--- src/rtl/two_class_weighted_ticket_queue_unit_macros.svh ---
// assertion helpers for the ticket queue unit
`ifndef TWO_CLASS_WEIGHTED_TICKET_QUEUE_UNIT_MACROS_SVH
`define TWO_CLASS_WEIGHTED_TICKET_QUEUE_UNIT_MACROS_SVH

// same-cycle implication, quiet during reset
`define TWTQ_ASSERT_NOW(lbl, ante, cons, msg) \
	lbl: assert property (@(posedge clk) disable iff (!arst_n) (ante) |-> (cons)) \
		else $error(msg);

// next-cycle implication, quiet during reset
`define TWTQ_ASSERT_NEXT(lbl, ante, cons, msg) \
	lbl: assert property (@(posedge clk) disable iff (!arst_n) (ante) |=> (cons)) \
		else $error(msg);

`endif

--- src/rtl/twtq_pkg.sv ---
package twtq_pkg;

	localparam int TICKET_W  = 14;
	localparam int SHARE_W   = 4;
	localparam int COUNT_W   = 5;
	localparam int OPQ_DEPTH = 2;

	localparam logic [SHARE_W-1:0] SHARE_RESET = 4'd7;

	// register map, word index taken from paddr[2]
	localparam logic REG_SHARE = 1'b0;

	typedef enum logic [1:0] {
		CMD_INSERT = 2'd0,
		CMD_REMOVE = 2'd1,
		CMD_CLEAR  = 2'd2,
		CMD_NONE   = 2'd3
	} cmd_t;

	typedef enum logic [1:0] {
		ST_DONE  = 2'd0,
		ST_FULL  = 2'd1,
		ST_EMPTY = 2'd2
	} status_t;

	typedef struct packed {
		logic                prio;
		logic [TICKET_W-1:0] ticket;
	} cell_t;

	// classified command handed from front to back
	typedef struct packed {
		cmd_t                cmd;
		logic [TICKET_W-1:0] ticket;
		logic                prio;
		logic                want;
	} op_t;

	typedef struct packed {
		status_t             status;
		logic [TICKET_W-1:0] ticket;
		logic                prio;
		logic [COUNT_W-1:0]  count;
		logic                empty;
		logic                full;
	} result_t;

endpackage

--- src/rtl/twtq_front.sv ---
module twtq_front (
	input  logic                            clk,
	input  logic                            arst_n,
	input  logic                            push,
	output logic                            full,
	input  logic [1:0]                      cmd,
	input  logic [twtq_pkg::TICKET_W-1:0]   ticket_number,
	input  logic                            is_priority,
	input  logic [3:0]                      random_draw,
	input  logic [twtq_pkg::SHARE_W-1:0]    share,
	output twtq_pkg::op_t                   op,
	output logic                            op_valid,
	input  logic                            op_ready
);
	import twtq_pkg::*;

	logic valid_s1;
	op_t  op_s1;
	logic take;

	assign take = push && !full;
	assign full = valid_s1 && !op_ready;

	always_ff @(posedge clk or negedge arst_n) begin
		if (!arst_n) begin
			valid_s1 <= 1'b0;
		end else if (take) begin
			valid_s1 <= 1'b1;
		end else if (op_ready) begin
			valid_s1 <= 1'b0;
		end
	end

	// class choice made here, ahead of the cell chain
	always_ff @(posedge clk) begin
		if (take) begin
			op_s1.cmd    <= cmd_t'(cmd);
			op_s1.ticket <= ticket_number;
			op_s1.prio   <= is_priority;
			op_s1.want   <= (random_draw < share);
		end
	end

	assign op       = op_s1;
	assign op_valid = valid_s1;

endmodule

--- src/rtl/twtq_opq.sv ---
module twtq_opq (
	input  logic          clk,
	input  logic          arst_n,
	input  twtq_pkg::op_t in_op,
	input  logic          in_valid,
	output logic          in_ready,
	output twtq_pkg::op_t out_op,
	output logic          out_valid,
	input  logic          out_ready
);
	import twtq_pkg::*;

	localparam int PW = $clog2(OPQ_DEPTH);

	op_t           slot_q [OPQ_DEPTH];
	logic [PW-1:0] wr_ptr_q;
	logic [PW-1:0] rd_ptr_q;
	logic [PW:0]   fill_q;
	logic          wr_en;
	logic          rd_en;

	assign in_ready  = (fill_q != (PW+1)'(OPQ_DEPTH));
	assign out_valid = (fill_q != '0);
	assign wr_en     = in_valid && in_ready;
	assign rd_en     = out_valid && out_ready;
	assign out_op    = slot_q[rd_ptr_q];

	always_ff @(posedge clk or negedge arst_n) begin
		if (!arst_n) begin
			wr_ptr_q <= '0;
			rd_ptr_q <= '0;
			fill_q   <= '0;
		end else begin
			if (wr_en) begin
				wr_ptr_q <= (wr_ptr_q == PW'(OPQ_DEPTH - 1)) ? '0 : wr_ptr_q + 1'b1;
			end
			if (rd_en) begin
				rd_ptr_q <= (rd_ptr_q == PW'(OPQ_DEPTH - 1)) ? '0 : rd_ptr_q + 1'b1;
			end
			if (wr_en && !rd_en) begin
				fill_q <= fill_q + 1'b1;
			end else if (rd_en && !wr_en) begin
				fill_q <= fill_q - 1'b1;
			end
		end
	end

	always_ff @(posedge clk) begin
		if (wr_en) begin
			slot_q[wr_ptr_q] <= in_op;
		end
	end

endmodule

--- src/rtl/twtq_back.sv ---
module twtq_back #(
	parameter int QUEUE_DEPTH = 16
) (
	input  logic              clk,
	input  logic              arst_n,
	input  twtq_pkg::op_t     op,
	input  logic              op_valid,
	output logic              op_ready,
	output twtq_pkg::result_t res,
	output logic              res_valid,
	input  logic              res_pop
);
	import twtq_pkg::*;

	localparam int CW = $clog2(QUEUE_DEPTH + 1);

	cell_t               cell_q [QUEUE_DEPTH];
	logic [CW-1:0]       count_q;
	logic [CW-1:0]       count_nx;
	result_t             res_q;
	result_t             res_nx;
	logic                res_valid_q;
	logic                do_op;
	logic                is_full;
	logic                is_empty;
	logic                ins_ok;
	logic                rem_ok;
	logic [QUEUE_DEPTH-1:0] match;
	logic [QUEUE_DEPTH-1:0] first;
	logic [QUEUE_DEPTH-1:0] sel;
	logic [QUEUE_DEPTH-1:0] shift;
	cell_t               picked;
	logic [CW+COUNT_W-1:0] count_ext;

	assign op_ready = !res_valid_q || res_pop;
	assign do_op    = op_valid && op_ready;
	assign is_full  = (count_q == CW'(QUEUE_DEPTH));
	assign is_empty = (count_q == '0);

	// per-cell class match, oldest one wins
	always_comb begin
		for (int i = 0; i < QUEUE_DEPTH; i++) begin
			match[i] = (CW'(i) < count_q) && (cell_q[i].prio == op.want);
		end
	end

	assign first = match & (~match + 1'b1);
	assign sel   = (match == '0) ? QUEUE_DEPTH'(1) : first;

	// cells at and after the chosen one take their neighbour
	always_comb begin
		for (int i = 0; i < QUEUE_DEPTH; i++) begin
			shift[i] = |(sel & ({QUEUE_DEPTH{1'b1}} >> (QUEUE_DEPTH - 1 - i)));
		end
	end

	always_comb begin
		picked = '0;
		for (int i = 0; i < QUEUE_DEPTH; i++) begin
			picked = picked | (sel[i] ? cell_q[i] : cell_t'('0));
		end
	end

	always_comb begin
		ins_ok        = 1'b0;
		rem_ok        = 1'b0;
		count_nx      = count_q;
		res_nx.status = ST_DONE;
		res_nx.ticket = '0;
		res_nx.prio   = 1'b0;
		unique case (op.cmd)
			CMD_INSERT: begin
				if (is_full) begin
					res_nx.status = ST_FULL;
				end else begin
					ins_ok   = 1'b1;
					count_nx = count_q + 1'b1;
				end
			end
			CMD_REMOVE: begin
				if (is_empty) begin
					res_nx.status = ST_EMPTY;
				end else begin
					rem_ok        = 1'b1;
					count_nx      = count_q - 1'b1;
					res_nx.ticket = picked.ticket;
					res_nx.prio   = picked.prio;
				end
			end
			CMD_CLEAR: begin
				count_nx = '0;
			end
			default: begin
				count_nx = count_q;
			end
		endcase
		count_ext    = {{COUNT_W{1'b0}}, count_nx};
		res_nx.count = count_ext[COUNT_W-1:0];
		res_nx.empty = (count_nx == '0);
		res_nx.full  = (count_nx == CW'(QUEUE_DEPTH));
	end

	always_ff @(posedge clk or negedge arst_n) begin
		if (!arst_n) begin
			count_q     <= '0;
			res_valid_q <= 1'b0;
		end else begin
			if (do_op) begin
				count_q     <= count_nx;
				res_valid_q <= 1'b1;
			end else if (res_pop) begin
				res_valid_q <= 1'b0;
			end
		end
	end

	always_ff @(posedge clk) begin
		if (do_op) begin
			res_q <= res_nx;
		end
	end

	for (genvar g = 0; g < QUEUE_DEPTH; g++) begin : g_cell
		if (g < QUEUE_DEPTH - 1) begin : g_mid
			always_ff @(posedge clk) begin
				if (do_op && ins_ok && (CW'(g) == count_q)) begin
					cell_q[g] <= '{prio: op.prio, ticket: op.ticket};
				end else if (do_op && rem_ok && shift[g]) begin
					cell_q[g] <= cell_q[g+1];
				end
			end
		end else begin : g_last
			always_ff @(posedge clk) begin
				if (do_op && ins_ok && (CW'(g) == count_q)) begin
					cell_q[g] <= '{prio: op.prio, ticket: op.ticket};
				end
			end
		end
	end

	assign res       = res_q;
	assign res_valid = res_valid_q;

endmodule

--- src/rtl/two_class_weighted_ticket_queue_unit.sv ---
// two-class ticket queue: tickets wait in arrival order, each flagged
// priority or common
// input channel: push/full queue handshake carrying cmd, ticket_number,
// is_priority and random_draw; a beat is taken when push is high and full low
// result channel: empty/pop; the oldest result sits on the result ports while
// empty is low and leaves on a beat with pop high
// commands: insert appends, remove takes the oldest ticket of the class chosen
// by random_draw < priority_share (oldest ticket of all if that class is
// absent), clear drops everything; every command yields one result beat
// config: APB register 0 at byte address 0 holds priority_share, reset 7
// path: a beat passes the front-end register, command queue and result register
// throughput: one command per cycle while the result register is empty or
// being popped; the cell chain finds, shifts and counts combinationally
// a short two-entry command queue sits between the front end and cell chain
// reset: queue empty, no results pending, share back to 7
// receiver stall: the result register holds, the command queue fills, then
// full rises and the sender waits; nothing is lost
`include "two_class_weighted_ticket_queue_unit_macros.svh"

module two_class_weighted_ticket_queue_unit #(
	parameter int QUEUE_DEPTH = 16
) (
	input  logic                          clk,
	input  logic                          arst_n,
	// apb config port
	input  logic                          psel,
	input  logic                          penable,
	input  logic                          pwrite,
	input  logic [2:0]                    paddr,
	input  logic [31:0]                   pwdata,
	output logic [31:0]                   prdata,
	output logic                          pready,
	// command channel
	input  logic                          push,
	output logic                          full,
	input  logic [1:0]                    cmd,
	input  logic [twtq_pkg::TICKET_W-1:0] ticket_number,
	input  logic                          is_priority,
	input  logic [3:0]                    random_draw,
	// result channel
	output logic                          empty,
	input  logic                          pop,
	output logic [1:0]                    status,
	output logic [twtq_pkg::TICKET_W-1:0] removed_ticket,
	output logic                          removed_priority,
	output logic [twtq_pkg::COUNT_W-1:0]  entry_count,
	output logic                          queue_empty,
	output logic                          queue_full
);
	import twtq_pkg::*;

	logic [SHARE_W-1:0] share_q;
	op_t                front_op;
	logic               front_valid;
	logic               front_ready;
	op_t                back_op;
	logic               back_valid;
	logic               back_ready;
	result_t            res;
	logic               res_valid;

	// config register, word select on paddr[2], byte bits ignored
	assign pready = 1'b1;
	assign prdata = (paddr[2] == REG_SHARE) ? {{(32-SHARE_W){1'b0}}, share_q} : '0;

	always_ff @(posedge clk or negedge arst_n) begin
		if (!arst_n) begin
			share_q <= SHARE_RESET;
		end else if (psel && penable && pwrite && pready && (paddr[2] == REG_SHARE)) begin
			share_q <= pwdata[SHARE_W-1:0];
		end
	end

	// front end: takes the beat and picks the wanted class
	twtq_front u_front (
		.clk           (clk),
		.arst_n        (arst_n),
		.push          (push),
		.full          (full),
		.cmd           (cmd),
		.ticket_number (ticket_number),
		.is_priority   (is_priority),
		.random_draw   (random_draw),
		.share         (share_q),
		.op            (front_op),
		.op_valid      (front_valid),
		.op_ready      (front_ready)
	);

	// decoupling queue between classifier and cell chain
	twtq_opq u_opq (
		.clk       (clk),
		.arst_n    (arst_n),
		.in_op     (front_op),
		.in_valid  (front_valid),
		.in_ready  (front_ready),
		.out_op    (back_op),
		.out_valid (back_valid),
		.out_ready (back_ready)
	);

	// back end: cell chain, count and result register
	twtq_back #(
		.QUEUE_DEPTH (QUEUE_DEPTH)
	) u_back (
		.clk       (clk),
		.arst_n    (arst_n),
		.op        (back_op),
		.op_valid  (back_valid),
		.op_ready  (back_ready),
		.res       (res),
		.res_valid (res_valid),
		.res_pop   (pop)
	);

	assign empty            = !res_valid;
	assign status           = res.status;
	assign removed_ticket   = res.ticket;
	assign removed_priority = res.prio;
	assign entry_count      = res.count;
	assign queue_empty      = res.empty;
	assign queue_full       = res.full;

	// a refused insert must report a full queue, a failed remove an empty one
	`TWTQ_ASSERT_NOW(a_full_status, !empty && (status == ST_FULL), queue_full, "refused insert without full queue")
	`TWTQ_ASSERT_NOW(a_empty_status, !empty && (status == ST_EMPTY), queue_empty && (removed_ticket == '0), "bad empty remove result")
	// a held result cannot be replaced while the receiver stalls
	`TWTQ_ASSERT_NEXT(a_res_hold, !empty && !pop, $stable(res), "result changed under stall")

endmodule
--- config.mk ---
export PLATFORM = sky130hd
export DESIGN_NAME = two_class_weighted_ticket_queue_unit
export DESIGN_NICKNAME = d
export VERILOG_FILES = /design/src/rtl/twtq_pkg.sv /design/src/rtl/twtq_front.sv /design/src/rtl/twtq_opq.sv /design/src/rtl/twtq_back.sv /design/src/rtl/two_class_weighted_ticket_queue_unit.sv
export VERILOG_INCLUDE_DIRS = /design/src /design/src/rtl
export SDC_FILE = /design/constraint.sdc
export NUM_CORES = 1
export LEC_CHECK = 0
export BUFFER_PORTS_ARGS = -buffer_cell sky130_fd_sc_hd__buf_4
export CAP_MARGIN = 20
export CORE_MARGIN = 5
export CORE_UTILIZATION = 48
export DETAILED_ROUTE_END_ITERATION = 10
export GPL_TIMING_DRIVEN = 0
export HOLD_SLACK_MARGIN = 0.05
export PLACE_DENSITY = 0.68
export SYNTH_ARGS = -nofsm -noshare
export SYNTH_HDL_FRONTEND = slang
export SYNTH_SLANG_ARGS = --single-unit
--- constraint.sdc ---
create_clock -name clk -period 3.86 [get_ports clk]
set_input_delay 0.193 -clock clk [delete_from_list [all_inputs] [get_ports clk]]
set_output_delay 0.193 -clock clk [all_outputs]
set_load 0.1 [all_outputs]
==> results by group, run 1 <==
STA
  • Final TNS setup: 0 ps
  • RSZ-0062 raised after global routing: false
  • Post-route setup slack: approximately 130 ps
  • Hold_ws: around 67 ps
  • Clock period minus worst slack: 3734 ps
  • Final setup viols: 0
  • Max Clk Rate: 0.2678 GHz
  • Worst Skew: 21.96 ps
  • Final Cycle Share: 96.73%
  • Fin. max-slew vios: 0
  • Worst-Margin Slew: 945.5 ps
  • Final hold viol count: 0
  • Max_slew headroom: a little over a third

Power and ir drop
  • LEAKAGE: 6.741 nW
  • Clock share of power: 17.6%
  • Internal power: about 0.010 W
  • Sw frac: between 40% and 50%
  • Power Dens Cells: 941.4 mW/mm^2
  • Peak supply drop: 0.6673 mV
  • NetSw: 0.007795 W
  • Seq pwr share: between 30% and 40%
  • Logic gate share of total power: 47.7%

Synth
  • Syn Area/Cell: 12.63 sq um
  • Mapped Cells: ~1300
  • Largest area contributor in the netlist: edfxtp_1
  • Mapped cell area: roughly 0.016 sq mm
  • Synthesis-stage register bit count: about 330
  • Primary FF master, synth: edfxtp_1
  • Yosys warnings: 0
  • Distinct cells, synth: 86
  • Seq/Total Area, Yosys: ~61%
  • FFs w/ async S/R, synth: 4.505%
  • Ranking of synthesized cells by area: edfxtp_1 (58%), mux2_2 (6.9%), a21oi_1 (3.9%)
  • Post-synth EDFFs: roughly 320
  • Post-synth top area share: 58.34%

Status
  • Status: completed

Floorplan
  • Row Count: 67
  • Die X: just under 200 um
  • Ports: around 120
  • Die Height: 194.7 um
  • DIE AREA: 0.03789 sq mm
  • Initial Utilization: 48.69%
  • Core area: 0.03362 sq mm

Cells and area
  • Area Overhead vs Synth: 17.48%
  • Number of diodes: 0
  • Finished Cell Area: a little under 0.02 sq mm
  • Share of cells above drive strength 1: 24.92%
  • Layout Cells excl Fill: 1941
  • # nets final: 1542

Critical path
  • R2r setup slk: 130 ps
  • Reg-to-Reg Start: u_back.count_q[0]$_DFFE_PN0P_
  • Worst EP arrival: 4020 ps
  • Top fanout value on the critical path: 10
  • Critical Path Start Type: flip-flop
  • Reg2Reg Depth: 12
  • CP Data Required Time: 4150 ps
  • Crit Reg-Reg Endpoint: u_back.res[7]$_SDFFCE_PP0P_
  • Crit end category: flip-flop
  • Critical path class: flip-flop to flip-flop
  • Critical path launch point: u_back.count_q[0]$_DFFE_PN0P_

Drt
  • Antenna-violating nets left: 0
  • Detailed Routing Iterations Pass 1: 6
  • Drt total wl: ~47000 um
  • DRC Markers: 0
  • 1st-iter DRT viols: around 1500
  • Avg WL per Cell: 24.42 um
  • Vias per inst: 6.215
  • DR vias: roughly 12000

Placed design
  • Dpl ws: -863.1 ps
  • Hpwl dp: 34130 um
  • Buffers added on ports: 62
  • GPL Wtd Cong: just over 0.9
  • Placed Instances: around 1800
  • Post-placement cell area: 0.01756 sq mm

CTS
  • Reg clk slew, reported paths: roughly 60 ps
  • Worst skew pair latency: 530 ps
  • Max clock buf depth: 3
  • CTS Buf Count: 36
  • H-tree depth: 2
  • Clock Sinks: roughly 330
  • CTS Root Cell: clkbuf_16
  • CTS tree: done

GRT
  • All-Layer GR Usage: 23.97%
  • Number of global-route vias before repair: 11810
  • Largest net degree at the start of global routing: 34
  • Initial antenna violation count: 0
  • Total grt overflow: 0
  • First-pass GRT wire length: 70630 um

Hold path
  • Hold WC Path Type: primary input to async pin

Job
  • Max Cap Violations: 0
[cell usage after synthesis, types with 4 or more instances]
| cell type | instances |
|---|---|
| a2111oi_0 | 6 |
| a21o_1 | 9 |
| a21oi_1 | 129 |
| a221o_1 | 4 |
| a221oi_1 | 12 |
| a222oi_1 | 10 |
| a22o_1 | 20 |
| a22oi_1 | 65 |
| a31o_2 | 6 |
| a32o_1 | 4 |
| a32oi_1 | 5 |
| and2_1 | 10 |
| buf_1 | 4 |
| buf_2 | 19 |
| buf_4 | 37 |
| buf_6 | 6 |
| clkbuf_1 | 34 |
| clkinv_1 | 15 |
| dfrtp_1 | 12 |
| edfxtp_1 | 318 |
| ha_1 | 9 |
| inv_1 | 11 |
| mux2_1 | 16 |
| mux2_2 | 100 |
| mux2_4 | 10 |
| mux2i_1 | 17 |
| nand2_1 | 61 |
| nand2b_1 | 9 |
| nand3_1 | 19 |
| nand3b_1 | 7 |
| nor2_1 | 146 |
| nor3_1 | 9 |
| nor4b_1 | 4 |
| o211ai_1 | 12 |
| o21ai_0 | 48 |
| o21ai_1 | 4 |
| xnor2_1 | 13 |
[per-stage QoR]
stage               total power (W)  util (%)
floorplan                   0.01196         -
global placement            0.01427     52.04
detailed placement          0.01449     52.23
CTS                         0.01786     56.61
global route                0.01887     57.20
finish                      0.01810     57.20
[layout by cell type (no fill, tap or decap), types with 5 or more instances in the layout]
| cell | instances |
|---|---|
| a2111oi_0 | 6 |
| a21o_4 | 5 |
| a21oi_1 | 129 |
| a221oi_1 | 12 |
| a222oi_1 | 10 |
| a22o_1 | 20 |
| a22oi_1 | 65 |
| a32oi_1 | 5 |
| and2_1 | 10 |
| buf_2 | 20 |
| buf_4 | 122 |
| buf_6 | 6 |
| clkbuf_1 | 32 |
| clkbuf_16 | 38 |
| clkbuf_2 | 9 |
| clkinv_1 | 24 |
| clkinv_2 | 5 |
| conb_1 | 29 |
| dfrtp_1 | 10 |
| dlygate4sd3_1 | 24 |
| edfxtp_1 | 318 |
| ha_1 | 9 |
| inv_1 | 10 |
| mux2_1 | 16 |
| mux2_2 | 100 |
| mux2_4 | 10 |
| mux2i_1 | 17 |
| nand2_1 | 54 |
| nand2b_1 | 9 |
| nand3_1 | 17 |
| nand3b_1 | 7 |
| nor2_1 | 141 |
| nor2_2 | 5 |
| nor2_4 | 5 |
| nor3_1 | 8 |
| o211ai_1 | 12 |
| o21ai_0 | 46 |
| xnor2_1 | 13 |
[flip-flops by register name (all words and copies together) (netlist names)]
register,flops
u_opq.fill_q,2
share_q,4
u_back.cell_q,240
u_opq.slot_q,36
u_back.count_q,5
u_front.op_valid,1
u_back.res,24
u_opq.wr_ptr_q,1
u_back.res_valid,1
u_opq.rd_ptr_q,1
u_front.op,18
[power groups by stage]
stage	Combinational (W)	Clock, W	Sequential (W)
floorplan	0.00494	0	0.00702
global placement	0.00795	0	0.00632
detailed placement	0.00815	0	0.00634
CTS	0.00839	0.00321	0.00627
global route	0.00913	0.00337	0.00637
finish	0.00863	0.00319	0.00628
[cell type report]
cell class | count | area, sq um
fillers | 2764 | 14390
flip-flops and latches | 333 | 9931
multi-input cells | 862 | 6082
clock buffers | 45 | 977.2
repair buffers | 109 | 883.3
plain buffers | 101 | 605.6
well taps | 448 | 560.5
inverters | 27 | 105.1
clock inverters | 16 | 83.83
[per-layer routing]
metal | vias up | GRT usage (%) | part of all wire [%]
li1 | 5291 | - | -
met5 | - | 0 | 0
met4 | 0 | 7.839 | 3.5
met3 | 110 | 3.307 | 8.4
met2 | 665 | 40.19 | 49
met1 | 5997 | 32.48 | 40
[how the worst max path moves through the flow]
stage | end | slack, ps | depth (start not counted)
2_1_floorplan | u_back.cell_q[1][105]$_DFFE_PP_ | 220 | 7
3_3_place_gp | u_back.cell_q[1][117]$_DFFE_PP_ | -1980 | 7
3_5_place_dp | u_back.cell_q[0][71]$_DFFE_PP_ | -860 | 10
4_1_cts | u_back.res[7]$_SDFFCE_PP0P_ | -8 | 12
5_1_grt | u_back.cell_q[1][101]$_DFFE_PP_ | 20 | 13
6_report | u_back.res[7]$_SDFFCE_PP0P_ | 130 | 12
[critical path, stage by stage, from the launching register on]
cell and delay, ps:
dfrtp_2 470, buf_2 290, inv_1 200, ha_1 410, and2_0 200, clkbuf_1 180
nor2_2 290, clkbuf_2 340, nand4_1 200, nor2_4 290, buf_2 310, a22oi_1 120
o211ai_1 210
[repair_timing]
item                                   4_1_cts  5_1_grt
pin swaps                                    2        3
cloned                                       0        0
setup endpoints to repair                  438      309
resized for setup                           37       30
hold buffers                                24        0
endpoints found under the hold margin       38        0
setup buffers                                4       12
[logic make-up after synthesis]
group | after synthesis | share of synthesized area, %
xor+xnor | 16 | 0.8562
simple gates | 296 | 8.424
fa+ha+maj | 9 | 0.6880
mux | 144 | 10.02
buf+inv | 128 | 4.212
other cells | 2 | 0.04589
compound gates | 368 | 15.09
flops | 333 | 60.66
(Power assumes the default switching activity.)
==> run 2: changes to the inputs <==
PLACE_DENSITY = 0.66   (was 0.68)
clock period = 3.8 ns   (was 3.86 ns; I/O delays follow)
==> run 2 against run 1 <==
  * Fmax grew 0.47%
  * Sequential share of layout area fell by 0.65 points
  * Core utilization grew 0.73 points
  * Largest cell class unchanged
==> results by group, run 2 (synthesis gave the netlist of run 1 again) <==
Status
  • Status: completed (unchanged)

Drt
  • Avg WL per Cell: 24.52 um (was 24.42 um)
  • DRC Markers: 0 (unchanged)
  • Antenna-violating nets left: 0 (unchanged)
  • Vias per inst: 6.195 (was 6.215)
  • Detailed Routing Iterations Pass 1: 6 (unchanged)
  • Drt total wl: 47730 um (was 47400 um)
  • 1st-iter DRT viols: 1493 (was 1461)
  • DR vias: 12060 (about the same)

Power and ir drop
  • Logic gate share of total power: 46.9% (was 47.7%)
  • Seq pwr share: 33.6% (was 34.7%)
  • Sw frac: 42.71% (was 43.06%)
  • NetSw: 0.008107 W (was 0.007795 W)
  • Peak supply drop: 0.7105 mV (was 0.6673 mV)
  • Clock share of power: 19.5% (was 17.6%)
  • Power Dens Cells: 974.6 mW/mm^2 (was 941.4 mW/mm^2)
  • LEAKAGE: 6.812 nW (was 6.741 nW)
  • Internal power: 0.01087 W (was 0.01031 W)

CTS
  • Clock Sinks: 333 (unchanged)
  • H-tree depth: 2 (unchanged)
  • CTS Buf Count: 38 (was 36)
  • CTS Root Cell: clkbuf_16 (unchanged)
  • Reg clk slew, reported paths: 50 ps (was 60 ps)
  • Worst skew pair latency: 540 ps (was 530 ps)
  • Max clock buf depth: 3 (unchanged)
  • CTS tree: done (unchanged)

STA
  • Post-route setup slack: 83.97 ps (was 126.4 ps)
  • Clock period minus worst slack: 3716 ps (was 3734 ps)
  • Final TNS setup: 0 ps (unchanged)
  • Worst-Margin Slew: 1019 ps (was 945.5 ps)
  • Max Clk Rate: 0.2691 GHz (was 0.2678 GHz)
  • Fin. max-slew vios: 0 (unchanged)
  • Final hold viol count: 0 (unchanged)
  • Worst Skew: 14.47 ps (was 21.96 ps)
  • Final Cycle Share: 97.79% (was 96.73%)
  • Final setup viols: 0 (unchanged)
  • Max_slew headroom: 30.16% (was 35.17%)
  • RSZ-0062 raised after global routing: true (was false)

Cells and area
  • Fill cell count: 2760 (was 2764)
  • Share of cells above drive strength 1: 25.68% (was 24.92%)
  • Most common cell after layout, fill and taps aside: edfxtp_1 (unchanged)
  • Multi-input gate area: 0.006155 sq mm (was 0.006082 sq mm)
  • Most frequent cells in the layout: edfxtp_1 (318), nor2_1 (141), a21oi_1 (128) (was edfxtp_1 (318), nor2_1 (141), a21oi_1 (129))
  • Area Overhead vs Synth: 18.98% (was 17.48%)
  • # nets final: 1541 (was 1542)
  • Register area: 0.009931 sq mm (unchanged)
  • Finished Cell Area: 0.01947 sq mm (was 0.01923 sq mm)
  • Max reg flops: 240 (unchanged)
  • Final design utilization: 57.93% (was 57.20%)
  • Number of diodes: 0 (unchanged)
  • Biggest register: u_back.cell_q (unchanged)

Critical path
  • Reg2Reg Depth: 15 (was 12)
  • Top fanout value on the critical path: 15 (was 10)
  • CP Data Required Time: 4060 ps (was 4150 ps)
  • Crit Reg-Reg Endpoint: u_back.cell_q[1][94]$_DFFE_PP_ (was u_back.res[7]$_SDFFCE_PP0P_)
  • Critical path launch point: u_back.count_q[1]$_DFFE_PN0P_ (was u_back.count_q[0]$_DFFE_PN0P_)
  • Critical Path Start Type: flip-flop (unchanged)
  • Worst EP arrival: 3980 ps (was 4020 ps)
  • Critical path class: flip-flop to flip-flop (unchanged)
  • Reg-to-Reg Start: u_back.count_q[1]$_DFFE_PN0P_ (was u_back.count_q[0]$_DFFE_PN0P_)
  • Crit end category: flip-flop (unchanged)
  • R2r setup slk: 80 ps (was 130 ps)

Hold path
  • Hold WC Path Type: primary input to flip-flop (was primary input to async pin)
  • Hold path depth: 3
  • Worst Hold Endpoint: u_front.op[0]$_DFFE_PP_
  • Hold Crit Start: random_draw[3]

Job
  • Max Cap Violations: 0 (unchanged)

Floorplan
  • Initial Utilization: 48.69% (unchanged)
  • Ports: 122 (unchanged)
  • Die Height: 194.7 um (unchanged)
  • Row Count: 67 (unchanged)
  • Core area: 0.03362 sq mm (unchanged)
  • Die X: 194.7 um (unchanged)
  • DIE AREA: 0.03789 sq mm (unchanged)

Placed design
  • Hpwl dp: 34170 um (was 34130 um)
  • Post-placement cell area: 0.01756 sq mm (unchanged)
  • Buffers added on ports: 62 (unchanged)
  • GPL Wtd Cong: 0.9049 (was 0.9259)
  • Dpl ws: -1046 ps (was -863.1 ps)

GRT
  • First-pass GRT wire length: 71390 um (was 70630 um)
  • Largest net degree at the start of global routing: 34 (unchanged)
  • All-Layer GR Usage: 24.24% (was 23.97%)
  • Initial antenna violation count: 0 (unchanged)
  • Number of global-route vias before repair: 12100 (was 11810)
  • Total grt overflow: 0 (unchanged)
## run 2: cell count changes in the layout (fill, tap and decap cells not counted), sizes merged
cell	previous run	this run
a31o	7	8
clkdlybuf4s15	0	1
clkbuf	79	78
inv	12	14
dlygate4sd3	24	26
clkinv	30	34
clkinvlp	1	2
buf	152	143
bufinv	0	5
## run 2: worst max-delay path, stage by stage, from the launching register on
cell and delay, ps:
dfrtp_2 450, buf_4 240, clkinvlp_4 200, ha_1 270, o21ai_2 260, a222oi_1 130
buf_4 180, buf_4 130, and3_1 150, clkbuf_2 180, nor4_4 200, nand3_2 170
o21a_1 230, buf_6 150, buf_6 180, a21o_4 300
## run 2: worst max-delay path by stage
| stage | endpoint | depth (start not counted) |
|---|---|---|
| floorplan | u_back.cell_q[1][105]$_DFFE_PP_ | 7 |
| global placement | u_back.cell_q[1][116]$_DFFE_PP_ | 7 |
| detailed placement | u_back.cell_q[0][67]$_DFFE_PP_ | 10 |
| CTS | u_back.cell_q[1][35]$_DFFE_PP_ | 11 |
| global route | u_back.cell_q[1][96]$_DFFE_PP_ | 15 |
| finish | u_back.cell_q[1][94]$_DFFE_PP_ | 15 |
## run 2: cell type report
class                   count  share of cell area [%]
inverters                  27                  0.5397
clock buffers              42                   4.960
clock inverters            28                   1.433
well taps                 448                   2.878
flip-flops and latches    333                   51.00
multi-input cells         863                   31.60
repair buffers            106                   4.446
plain buffers             100                   3.142
## run 2: metrics by stage
stage / instances / total power [W] / hold slack, ps
detailed placement: 1839 / 0.01473 / 67.73
global placement: 1833 / 0.01451 / 66.33
global route: 1947 / 0.01975 / 86.17
finish: 1947 / 0.01898 / 79.97
CTS: 1938 / 0.01864 / 57.75
floorplan: 1323 / 0.01215 / -105.6
## run 2: routing by layer
layer / GRT usage, % / part of all wire (%) / vias to the layer above / wire length (um)
met4: 7.995 / 3.5 / 0 / 1651
li1: - / - / 5318 / -
met5: 0 / 0 / - / 0
met2: 40.52 / 48 / 603 / 23070
met3: 4.069 / 7.5 / 116 / 3592
met1: 32.44 / 41 / 6024 / 19420
## run 2: power groups by stage
stage,clock network [W],logic (W),registers [W]
after floorplan,0,0.00502,0.00713
after global placement,0,0.00809,0.00641
after detailed placement,0,0.00829,0.00643
after CTS,0.00373,0.00854,0.00636
after global routing,0.00389,0.00940,0.00647
final,0.00370,0.00890,0.00638
## run 2: repair_timing
item,CTS,global route
gates cloned,0,1
pin swaps,3,2
endpoints found under the setup margin,441,316
endpoints found under the hold margin,38,0
hold buffers,26,0
buffers inserted,4,8
resized for setup,40,40
==> run 3: changes to the inputs <==
PLACE_DENSITY = 0.68   (was 0.66)
clock period = 3.3 ns   (was 3.8 ns; I/O delays follow)
==> run 3 against run 2 <==
  * The flow now finishes with violations (setup timing)
  * Routed wire length up 6.1%
  * Power up 22%
  * Worst setup slack worse by 180 ps
  * Clock skew down 2.4 ps
  * Critical path depth down 1
  * Via count up 4.7%
  * Critical path type unchanged
  * Largest cell class unchanged
  * Hold slack better by 58 ps
==> results by group, run 3 (synthesis gave the netlist of run 1 again) <==
Floorplan
  • Ports: 122 (unchanged)
  • Initial Utilization: 48.69% (unchanged)
  • Die Height: 194.7 um (unchanged)
  • Die X: 194.7 um (unchanged)
  • Core area: 0.03362 sq mm (unchanged)
  • DIE AREA: 0.03789 sq mm (unchanged)
  • Row Count: 67 (unchanged)

GRT
  • Number of global-route vias before repair: 12270 (was 12100)
  • Largest net degree at the start of global routing: 34 (unchanged)
  • Initial antenna violation count: 0 (unchanged)
  • First-pass GRT wire length: 73730 um (was 71390 um)
  • All-Layer GR Usage: 25.21% (was 24.24%)
  • Total grt overflow: 0 (unchanged)

STA
  • Final hold viol count: 0 (unchanged)
  • RSZ-0062 raised after global routing: true (unchanged)
  • Final Cycle Share: 102.9% (was 97.79%)
  • Final TNS setup: -2255 ps (was 0 ps)
  • Final setup viols: 71 (was 0)
  • Fin. max-slew vios: 0 (unchanged)
  • Clock period minus worst slack: 3397 ps (was 3716 ps)
  • Max_slew headroom: 28.95% (was 30.16%)
  • Worst Skew: 12.10 ps (was 14.47 ps)
  • Max Clk Rate: 0.2944 GHz (was 0.2691 GHz)
  • Post-route setup slack: -97.14 ps (was 83.97 ps)
  • Worst-Margin Slew: 1059 ps (was 1019 ps)

CTS
  • CTS tree: done (unchanged)
  • H-tree depth: 2 (unchanged)
  • Reg clk slew, reported paths: 60 ps (was 50 ps)
  • Clock Sinks: 333 (unchanged)
  • Max clock buf depth: 3 (unchanged)
  • Worst skew pair latency: 540 ps (about the same)
  • CTS Root Cell: clkbuf_16 (unchanged)
  • CTS Buf Count: 36 (was 38)

Drt
  • Avg WL per Cell: 25.38 um (was 24.52 um)
  • Detailed Routing Iterations Pass 1: 6 (unchanged)
  • Antenna-violating nets left: 0 (unchanged)
  • DR vias: 12630 (was 12060)
  • Drt total wl: 50630 um (was 47730 um)
  • 1st-iter DRT viols: 1495 (was 1493)
  • Vias per inst: 6.329 (was 6.195)
  • DRC Markers: 0 (unchanged)

Cells and area
  • Share of cells above drive strength 1: 32.58% (was 25.68%)
  • Finished Cell Area: 0.02049 sq mm (was 0.01947 sq mm)
  • Area Overhead vs Synth: 25.17% (was 18.98%)
  • Number of diodes: 0 (unchanged)
  • Register area: 0.009932 sq mm (was 0.009931 sq mm)
  • Fill cell count: 2553 (was 2760)
  • Most common cell after layout, fill and taps aside: edfxtp_1 (unchanged)
  • Most frequent cells in the layout: edfxtp_1 (318), buf_4 (153), nor2_1 (137) (was edfxtp_1 (318), nor2_1 (141), a21oi_1 (128))
  • Multi-input gate area: 0.006646 sq mm (was 0.006155 sq mm)
  • # nets final: 1592 (was 1541)
  • Final design utilization: 60.94% (was 57.93%)
  • Max reg flops: 240 (unchanged)
  • Layout Cells excl Fill: 1995 (was 1947)
  • Biggest register: u_back.cell_q (unchanged)

Status
  • Failing checks: setup timing
  • Status: finished with violations (was completed)

Critical path
  • Worst EP arrival: 3640 ps (was 3980 ps)
  • Top fanout value on the critical path: 10 (was 15)
  • Critical Path Start Type: flip-flop (unchanged)
  • CP Data Required Time: 3540 ps (was 4060 ps)
  • Critical path class: flip-flop to flip-flop (unchanged)
  • Crit end category: flip-flop (unchanged)

Placed design
  • GPL Wtd Cong: 0.9339 (was 0.9049)
  • Placed Instances: 1838 (was 1839)
  • Hpwl dp: 33790 um (was 34170 um)
  • Buffers added on ports: 62 (unchanged)
  • Post-placement cell area: 0.01757 sq mm (was 0.01756 sq mm)

Power and ir drop
  • Peak supply drop: 0.8147 mV (was 0.7105 mV)
  • Seq pwr share: 32.0% (was 33.6%)
  • Logic gate share of total power: 51.5% (was 46.9%)
  • Sw frac: 42.94% (was 42.71%)
  • Internal power: 0.01319 W (was 0.01087 W)
  • Pwr Total: 0.02312 W (was 0.01898 W)
  • LEAKAGE: 7.256 nW (was 6.812 nW)
  • Power Dens Cells: 1128 mW/mm^2 (was 974.6 mW/mm^2)
  • NetSw: 0.009927 W (was 0.008107 W)
  • Clock share of power: 16.5% (was 19.5%)

Hold path
  • Hold WC Path Type: primary input to async pin (was primary input to flip-flop)

Job
  • Max Cap Violations: 0 (unchanged)
-- run 3: changes by cell type in the layout (fill, tap and decap cells not counted), sizes merged --
cell      before  now
clkinv        34   25
a21o           9   10
bufinv         5    0
inv           14   12
nand2         61   62
bufbuf         0    1
clkbuf        78   84
clkinvlp       2    4
buf          143  196
-- run 3: path summary, 6_finish.rpt --
kind                            cells after the start                           from                              to  slack [ps]
worst max-delay path                               14  u_back.count_q[3]$_DFFE_PN0P_  u_back.cell_q[0][59]$_DFFE_PP_        -100
min in group clk                                    3                        penable          share_q[3]$_DFFE_PN0P_         140
worst min register to register                      0       u_front.op[16]$_DFFE_PP_   u_opq.slot_q[1][16]$_DFFE_PP_         450
max in group asynchronous                           3                         arst_n      u_opq.rd_ptr_q$_DFFE_PN0P_        2040
worst min-delay path                                2                         arst_n          share_q[2]$_DFFE_PN1P_         140
worst max register to register                     14  u_back.count_q[3]$_DFFE_PN0P_  u_back.cell_q[0][59]$_DFFE_PP_        -100
-- run 3: stage by stage --
| stage | hold WS [ps] | setup slack (ps) |
|---|---|---|
| finish | 138.2 | -97.14 |
| global route | 139.2 | -159.6 |
| CTS | 138.7 | -10.43 |
| detailed placement | 43.84 | -1427 |
| global placement | 41.83 | -1467 |
| floorplan | -130.6 | 61.87 |
-- run 3: area by class of cell --
type,instances,share of cell area [%]
sequential,333,48.48
multi-input combinational,865,32.44
timing repair buffer,159,6.913
clock buffer,51,4.929
buffer,98,3.554
tap,448,2.736
inverter,27,0.5619
clock inverter,14,0.3848
-- run 3: critical path, cell delays in order, from the launching register on --
cell	delay, ps
dfrtp_1	350
clkbuf_4	200
nor3_4	350
nand2_2	160
a222oi_1	400
buf_4	210
and3_2	260
and2_4	170
buf_6	130
nor2_4	50
a21oi_4	170
buf_12	140
buf_12	130
a31o_4	170
clkbuf_16	190
-- run 3: power by group through the flow --
stage          sequential (W)  clock (W)  combinational [W]
2_1_floorplan         0.00821          0            0.00579
3_3_place_gp          0.00738          0            0.00931
3_5_place_dp          0.00740          0            0.00953
4_1_cts               0.00735    0.00383             0.0107
5_1_grt               0.00749    0.00402             0.0125
6_report              0.00739    0.00382             0.0119
-- run 3: what timing repair did --
action | in CTS | in global routing
buffers inserted | 40 | 23
endpoints found under the setup margin | 484 | 404
pin swaps | 16 | 19
endpoints found under the hold margin | 39 | 0
hold buffers | 26 | 0
gates resized for setup | 138 | 111
cloned | 3 | 3
-- run 3: layer usage --
layer | share of wire, % | track usage [%] | vias to the layer above
li1 | - | - | 5419
met1 | 38 | 33.23 | 6166
met2 | 47 | 41.48 | 873
met3 | 11 | 5.713 | 169
met4 | 4.3 | 8.672 | 0
met5 | 0 | 0 | -
